$ cat src/accumulator_cpu_core_defines.svh
// Assertion macros shared by the accumulator core RTL.
// Every use assumes the module has i_clk and i_rst_n.
`ifndef ACCUMULATOR_CPU_CORE_DEFINES_SVH
`define ACCUMULATOR_CPU_CORE_DEFINES_SVH
`ifndef SYNTHESIS
`define ACC_ASSERT(label, prop) \
    label: assert property (@(posedge i_clk) disable iff (!i_rst_n) (prop)) \
        else $error("%m: check failed");
`define ACC_ASSERT_IMP(label, ante, cons) \
    label: assert property (@(posedge i_clk) disable iff (!i_rst_n) \
        (ante) |-> (cons)) else $error("%m: check failed");
`define ACC_ASSERT_NEXT(label, ante, cons) \
    label: assert property (@(posedge i_clk) disable iff (!i_rst_n) \
        (ante) |=> (cons)) else $error("%m: check failed");
`else
`define ACC_ASSERT(label, prop)
`define ACC_ASSERT_IMP(label, ante, cons)
`define ACC_ASSERT_NEXT(label, ante, cons)
`endif
`endif

$ cat src/acc_cpu_pkg.sv
`default_nettype none
package acc_cpu_pkg;

    localparam int MODE_W = 2;
    localparam int ADDR_W = 16;
    localparam int DATA_W = 8;
    localparam int ST_W   = 3;
    localparam int SP_W   = 9;

    localparam logic [MODE_W-1:0] MODE_WRITE = 2'd0;
    localparam logic [MODE_W-1:0] MODE_READ  = 2'd1;
    localparam logic [MODE_W-1:0] MODE_EXEC  = 2'd2;

    localparam logic [DATA_W-1:0] OP_PUSH_B  = 8'h01;
    localparam logic [DATA_W-1:0] OP_POP_B   = 8'h02;
    localparam logic [DATA_W-1:0] OP_LOAD_A  = 8'h03;
    localparam logic [DATA_W-1:0] OP_LOAD_B  = 8'h04;
    localparam logic [DATA_W-1:0] OP_STORE_A = 8'h05;
    localparam logic [DATA_W-1:0] OP_ADD     = 8'h10;
    localparam logic [DATA_W-1:0] OP_SUB     = 8'h11;
    localparam logic [DATA_W-1:0] OP_JMP     = 8'h20;
    localparam logic [DATA_W-1:0] OP_SYSCALL = 8'h30;
    localparam logic [DATA_W-1:0] OP_HALT    = 8'hFF;

    localparam logic [DATA_W-1:0] SYS_PUTC = 8'h01;
    localparam logic [DATA_W-1:0] SYS_GETC = 8'h02;

    localparam logic [ST_W-1:0] ST_OK     = 3'd0;
    localparam logic [ST_W-1:0] ST_HALT   = 3'd1;
    localparam logic [ST_W-1:0] ST_BADOP  = 3'd2;
    localparam logic [ST_W-1:0] ST_RANGE  = 3'd3;
    localparam logic [ST_W-1:0] ST_BADSYS = 3'd4;

    typedef logic [1:0] t_msel;
    localparam t_msel MSEL_IN  = 2'd0;
    localparam t_msel MSEL_PC  = 2'd1;
    localparam t_msel MSEL_PC1 = 2'd2;

    typedef struct packed {
        logic  cap_in;
        logic  mem_re;
        t_msel mem_sel;
        logic  cap_op;
        logic  stk_re;
        logic  exec;
        logic  range_err;
    } t_cmd;

    typedef struct packed {
        logic addr_ok;
        logic pc_ok;
        logic pc1_ok;
        logic has_opnd;
        logic pop_ok;
        logic out_free;
    } t_stat;

    function automatic logic f_has_opnd(input logic [DATA_W-1:0] op);
        return (op == OP_LOAD_A) || (op == OP_LOAD_B) || (op == OP_STORE_A) ||
               (op == OP_JMP);
    endfunction

endpackage
`default_nettype wire

$ cat src/acc_cpu_ctrl.sv
`default_nettype none
`include "accumulator_cpu_core_defines.svh"
module acc_cpu_ctrl
    import acc_cpu_pkg::*;
(
    input  wire logic              i_clk,
    input  wire logic              i_rst_n,
    input  wire logic              i_valid,
    output logic                   o_ready,
    input  wire logic [MODE_W-1:0] i_mode,
    input  wire t_stat             i_stat,
    output t_cmd                   o_cmd
);

    localparam logic [1:0] S_IDLE = 2'd0;
    localparam logic [1:0] S_OP   = 2'd1;
    localparam logic [1:0] S_EXEC = 2'd2;

    logic [1:0] r_state, n_state;
    logic       r_range, n_range;

    always_comb begin
        n_state = r_state;
        n_range = r_range;
        o_ready = 1'b0;
        o_cmd   = '0;
        case (r_state)
            S_IDLE: begin
                o_ready = 1'b1;
                if (i_valid) begin
                    o_cmd.cap_in = 1'b1;
                    n_range      = 1'b0;
                    n_state      = S_EXEC;
                    case (i_mode)
                        MODE_READ: begin
                            if (i_stat.addr_ok) begin
                                o_cmd.mem_re  = 1'b1;
                                o_cmd.mem_sel = MSEL_IN;
                            end
                        end
                        MODE_EXEC: begin
                            if (i_stat.pc_ok) begin
                                o_cmd.mem_re  = 1'b1;
                                o_cmd.mem_sel = MSEL_PC;
                                n_state       = S_OP;
                            end else begin
                                n_range = 1'b1;
                            end
                        end
                        default: begin
                        end
                    endcase
                end
            end
            S_OP: begin
                o_cmd.cap_op = 1'b1;
                n_state      = S_EXEC;
                if (i_stat.has_opnd) begin
                    if (i_stat.pc1_ok) begin
                        o_cmd.mem_re  = 1'b1;
                        o_cmd.mem_sel = MSEL_PC1;
                    end else begin
                        n_range = 1'b1;
                    end
                end else if (i_stat.pop_ok) begin
                    o_cmd.stk_re = 1'b1;
                end
            end
            S_EXEC: begin
                if (i_stat.out_free) begin
                    o_cmd.exec      = 1'b1;
                    o_cmd.range_err = r_range;
                    n_state         = S_IDLE;
                end
            end
            default: begin
                n_state = S_IDLE;
            end
        endcase
    end

    always_ff @(posedge i_clk) begin
        if (!i_rst_n) begin
            r_state <= S_IDLE;
            r_range <= 1'b0;
        end else begin
            r_state <= n_state;
            r_range <= n_range;
        end
    end

    `ACC_ASSERT_NEXT(a_op_to_exec, r_state == S_OP, r_state == S_EXEC)
    `ACC_ASSERT_NEXT(a_accept_busy, i_valid && o_ready, r_state != S_IDLE)
    `ACC_ASSERT_IMP(a_exec_slot_free, o_cmd.exec, i_stat.out_free)

endmodule
`default_nettype wire

$ cat config.mk
export PLATFORM = sky130hd
export DESIGN_NAME = acc_cpu_ctrl
export DESIGN_NICKNAME = d
export VERILOG_FILES = /design/src/acc_cpu_pkg.sv /design/src/acc_cpu_ctrl.sv
export VERILOG_INCLUDE_DIRS = /design/src /design/src/src
export SDC_FILE = /design/constraint.sdc
export NUM_CORES = 1
export LEC_CHECK = 0
export BUFFER_PORTS_ARGS = -buffer_cell sky130_fd_sc_hd__buf_4
export CORE_AREA = 4 4 41 43
export DETAILED_ROUTE_END_ITERATION = 8
export DIE_AREA = 0 0 45 47
export GPL_TIMING_DRIVEN = 0
export PLACE_DENSITY = 0.43
export SKIP_LAST_GASP = 1
export SLEW_MARGIN = 20
export SYNTH_ARGS = -nofsm -noshare
export SYNTH_HDL_FRONTEND = slang
export SYNTH_SLANG_ARGS = --single-unit
$ cat constraint.sdc
create_clock -name i_clk -period 1 [get_ports i_clk]
set_input_delay 0.15 -clock i_clk [delete_from_list [all_inputs] [get_ports i_clk]]
set_output_delay 0.15 -clock i_clk [all_outputs]
set_load 0.02 [all_outputs]
==> run summary <==
RSZ-0062 raised after global routing: true
Num CTS Buffers: 3
CP max-delay cell: dfxtp_4
Critical path endpoint: o_cmd[7]
Final Hold Fails: 0
Largest net degree at the start of global routing: 6
Max FO, Critical Path: 5
Least-Margin Pin Slew: 0.231 ns
Crit-path most repeated cell: buf_6
Die Width: 45 µm
Critical path's largest stage delay: 0.35 ns
Final Slew Violations: 0
TritonCTS clock tree: yes
Setup-failing EPs final: 11
Footprint of the multi-input gates: 198 µm²
Starting density of the core: 18.4%
Top-area cell type share of the netlist area: 25.1%
Layout Area Growth over Synthesis: 132%
Sequential fraction of the synthesis area: 25.1%
Setup WS pre-CTS: -0.191 ns
Startpoint Class: flop
Hold buffers post-CTS: 0
Post-synthesis cell count: 30
Pwr dens: 933 nW/µm²
Layout cells sized above 1: 67.8%
Critical path class: flop to primary output
MaxCap Viol Count: 0
Detailed Route Iter0 Violations: 4
Die Area: 2120 µm²
Critical Path, Cell by Cell: nor3b_4, buf_4, buf_6, buf_6
R2R Setup Slk: -0.21 ns
FF+latch count, synth: 3
Hold Path Class: primary input to flop
CP delay by family, top: buffers and inverters
CTS max path bufs: 2
Clock Latency Late Sink: 0.23 ns
Synth warn: 0
Clk slew on worst S/H paths: 0.04 ns
Skew final: 0.00114 ns
Root Driver: clkbuf_4
Diode count: 0
Via-per-instance ratio: 4.31
Tcrit/Tclk final: 135%
CP startpoint: r_state[0]
Synth area leader: dfxtp_1
DR pass1 iterations: 2
Initial antenna violation count: 0
Vias in the first global route: 322
Dominant synthesized flop cell: dfxtp_1
Nets: 73
Crit end category: primary output
Clock sink count: 3
Number of enable flip-flop cells after synthesis: 0
Cells on worst reg2reg path: 6
Top-Level Pins: 20
CP Depth: 4
Drt total wl: 782 µm
Reg-to-Reg Start: r_state[0]
Routed vias: 319
Syn Area/Cell: 7.97 µm²
Smallest setup slack after layout: -0.352 ns
Htree depth: 1
Core Rows: 13
Peak supply drop: 0.000410 V
Detail Route Antenna Nets: 0
Post-layout min period: 1.35 ns
Port Buffers: 19
Fill count: 143
Fmax: 0.740 GHz
CP bufs+invs: 3
Final Wtd Congestion: 0.746
Synth area leaders: dfxtp_1 (25%), ha_1 (10%), nor3b_4 (7.9%)
Critical Path AT: 1.20 ns
Core area: 1300 µm²
Drc violations: 0
Utilization after layout: 42.6%
GRT Util Overall: 8.13%
Total gr overflow: 0
Violated checks: setup timing
Total leakage power: 0.278 nW
First-pass GRT wire length: 1220 µm
Data required, critical path: 0.85 ns
Syn Nets: 43
Cell variety after synth: 17
Storage element area: 67.6 µm²
Top cells by count, synth: inv_1 (4), nand2_1 (4), dfxtp_1 (3), nor2_1 (3)
Ys async rst share: 0%
Chip height: 47 µm
WL per Instance: 10.6 µm
Status: finished with violations
Reg2Reg Capture Point: r_range
Mapped Area: 239 µm²
Slew headroom: 84.6%
Dpl hpwl: 601 µm
==> power by group <==
group	switching [mW]	leakage [nW]	internal, mW
sequential	0.0115	0.0260	0.126
clock	0.0645	0.0150	0.150
combinational	0.0700	0.237	0.0955
total	0.146	0.278	0.371
==> sequential cells by signal, summed over array words and instances, names as in the netlist <==
signal	count
r_state	2
r_range	1
==> cell type report <==
class	count	share of cell area, %
timing repair buffer	25	41.3
multi-input combinational	23	35.7
sequential	3	12.2
clock buffer	4	4.74
tap	15	3.39
inverter	4	2.71
==> routing by layer <==
layer  vias to the layer above  global-route usage [%]  wire length (µm)  share of wire (%)
li1                        161                       -                 -                  -
met3                         0                    2.68                77                9.8
met5                         -                       0                 0                  0
met1                       140                    9.75               348                 45
met4                         0                    5.26                 0                  0
met2                        18                    12.4               356                 46
==> worst register-to-register path, cell delays in order (launching register included) <==
cell      delay (ns)
dfxtp_4         0.35
nor3b_4         0.26
buf_4           0.16
buf_6           0.09
buf_6           0.09
a311oi_2        0.04
a211oi_2        0.14
==> cell usage in the layout, fill, tap and decap left out, types with 2 or more instances in the layout <==
cell and instances:
buf_4 14, buf_6 11, inv_1 4, nand2_1 4, clkbuf_4 3, nor2_1 2
and3b_2 2, a21oi_1 2, ha_1 2, dfxtp_4 2
==> worst min-delay path by stage <==
stage            endpoint  startpoint  slack, ns  cells past startpoint
2_1_floorplan  r_state[1]     i_rst_n       0.26                      2
3_3_place_gp   r_state[1]     i_rst_n       0.39                      3
3_5_place_dp   r_state[1]     i_rst_n       0.40                      3
4_1_cts        r_state[1]     i_rst_n       0.15                      3
5_1_grt        r_state[1]     i_rst_n       0.18                      3
6_report       r_state[1]     i_rst_n       0.15                      3
==> metrics by stage <==
| step | cells | TNS, ns | power, mW | instance area (µm²) | hold WS (ns) |
|---|---|---|---|---|---|
| CTS | 72 | -2.49 | 0.526 | 528 | 0.151 |
| floorplan | 30 | -0.478 | 0.209 | 269 | 0.259 |
| global route | 74 | -2.88 | 0.554 | 554 | 0.182 |
| finish | 74 | -2.28 | 0.517 | 554 | 0.153 |
| global placement | 64 | -0.382 | 0.271 | 430 | 0.394 |
| detailed placement | 64 | -0.503 | 0.274 | 430 | 0.403 |
==> kinds of logic after synthesis <==
group / after synthesis / synth area share (%)
flip-flops: 3 / 25.1
buffers and inverters: 4 / 6.28
AND/OR/NAND/NOR: 15 / 39.8
adder cells (fa/ha/maj): 2 / 10.5
AO/OA/AOI/OAI: 6 / 18.3
==> repair_timing <==
action	in CTS	in global routing
endpoints found under the setup margin	10	11
setup buffers	4	3
cloned	0	0
pin swaps	6	3
gates resized for setup	11	4
Power figures use the tool's default switching activity.
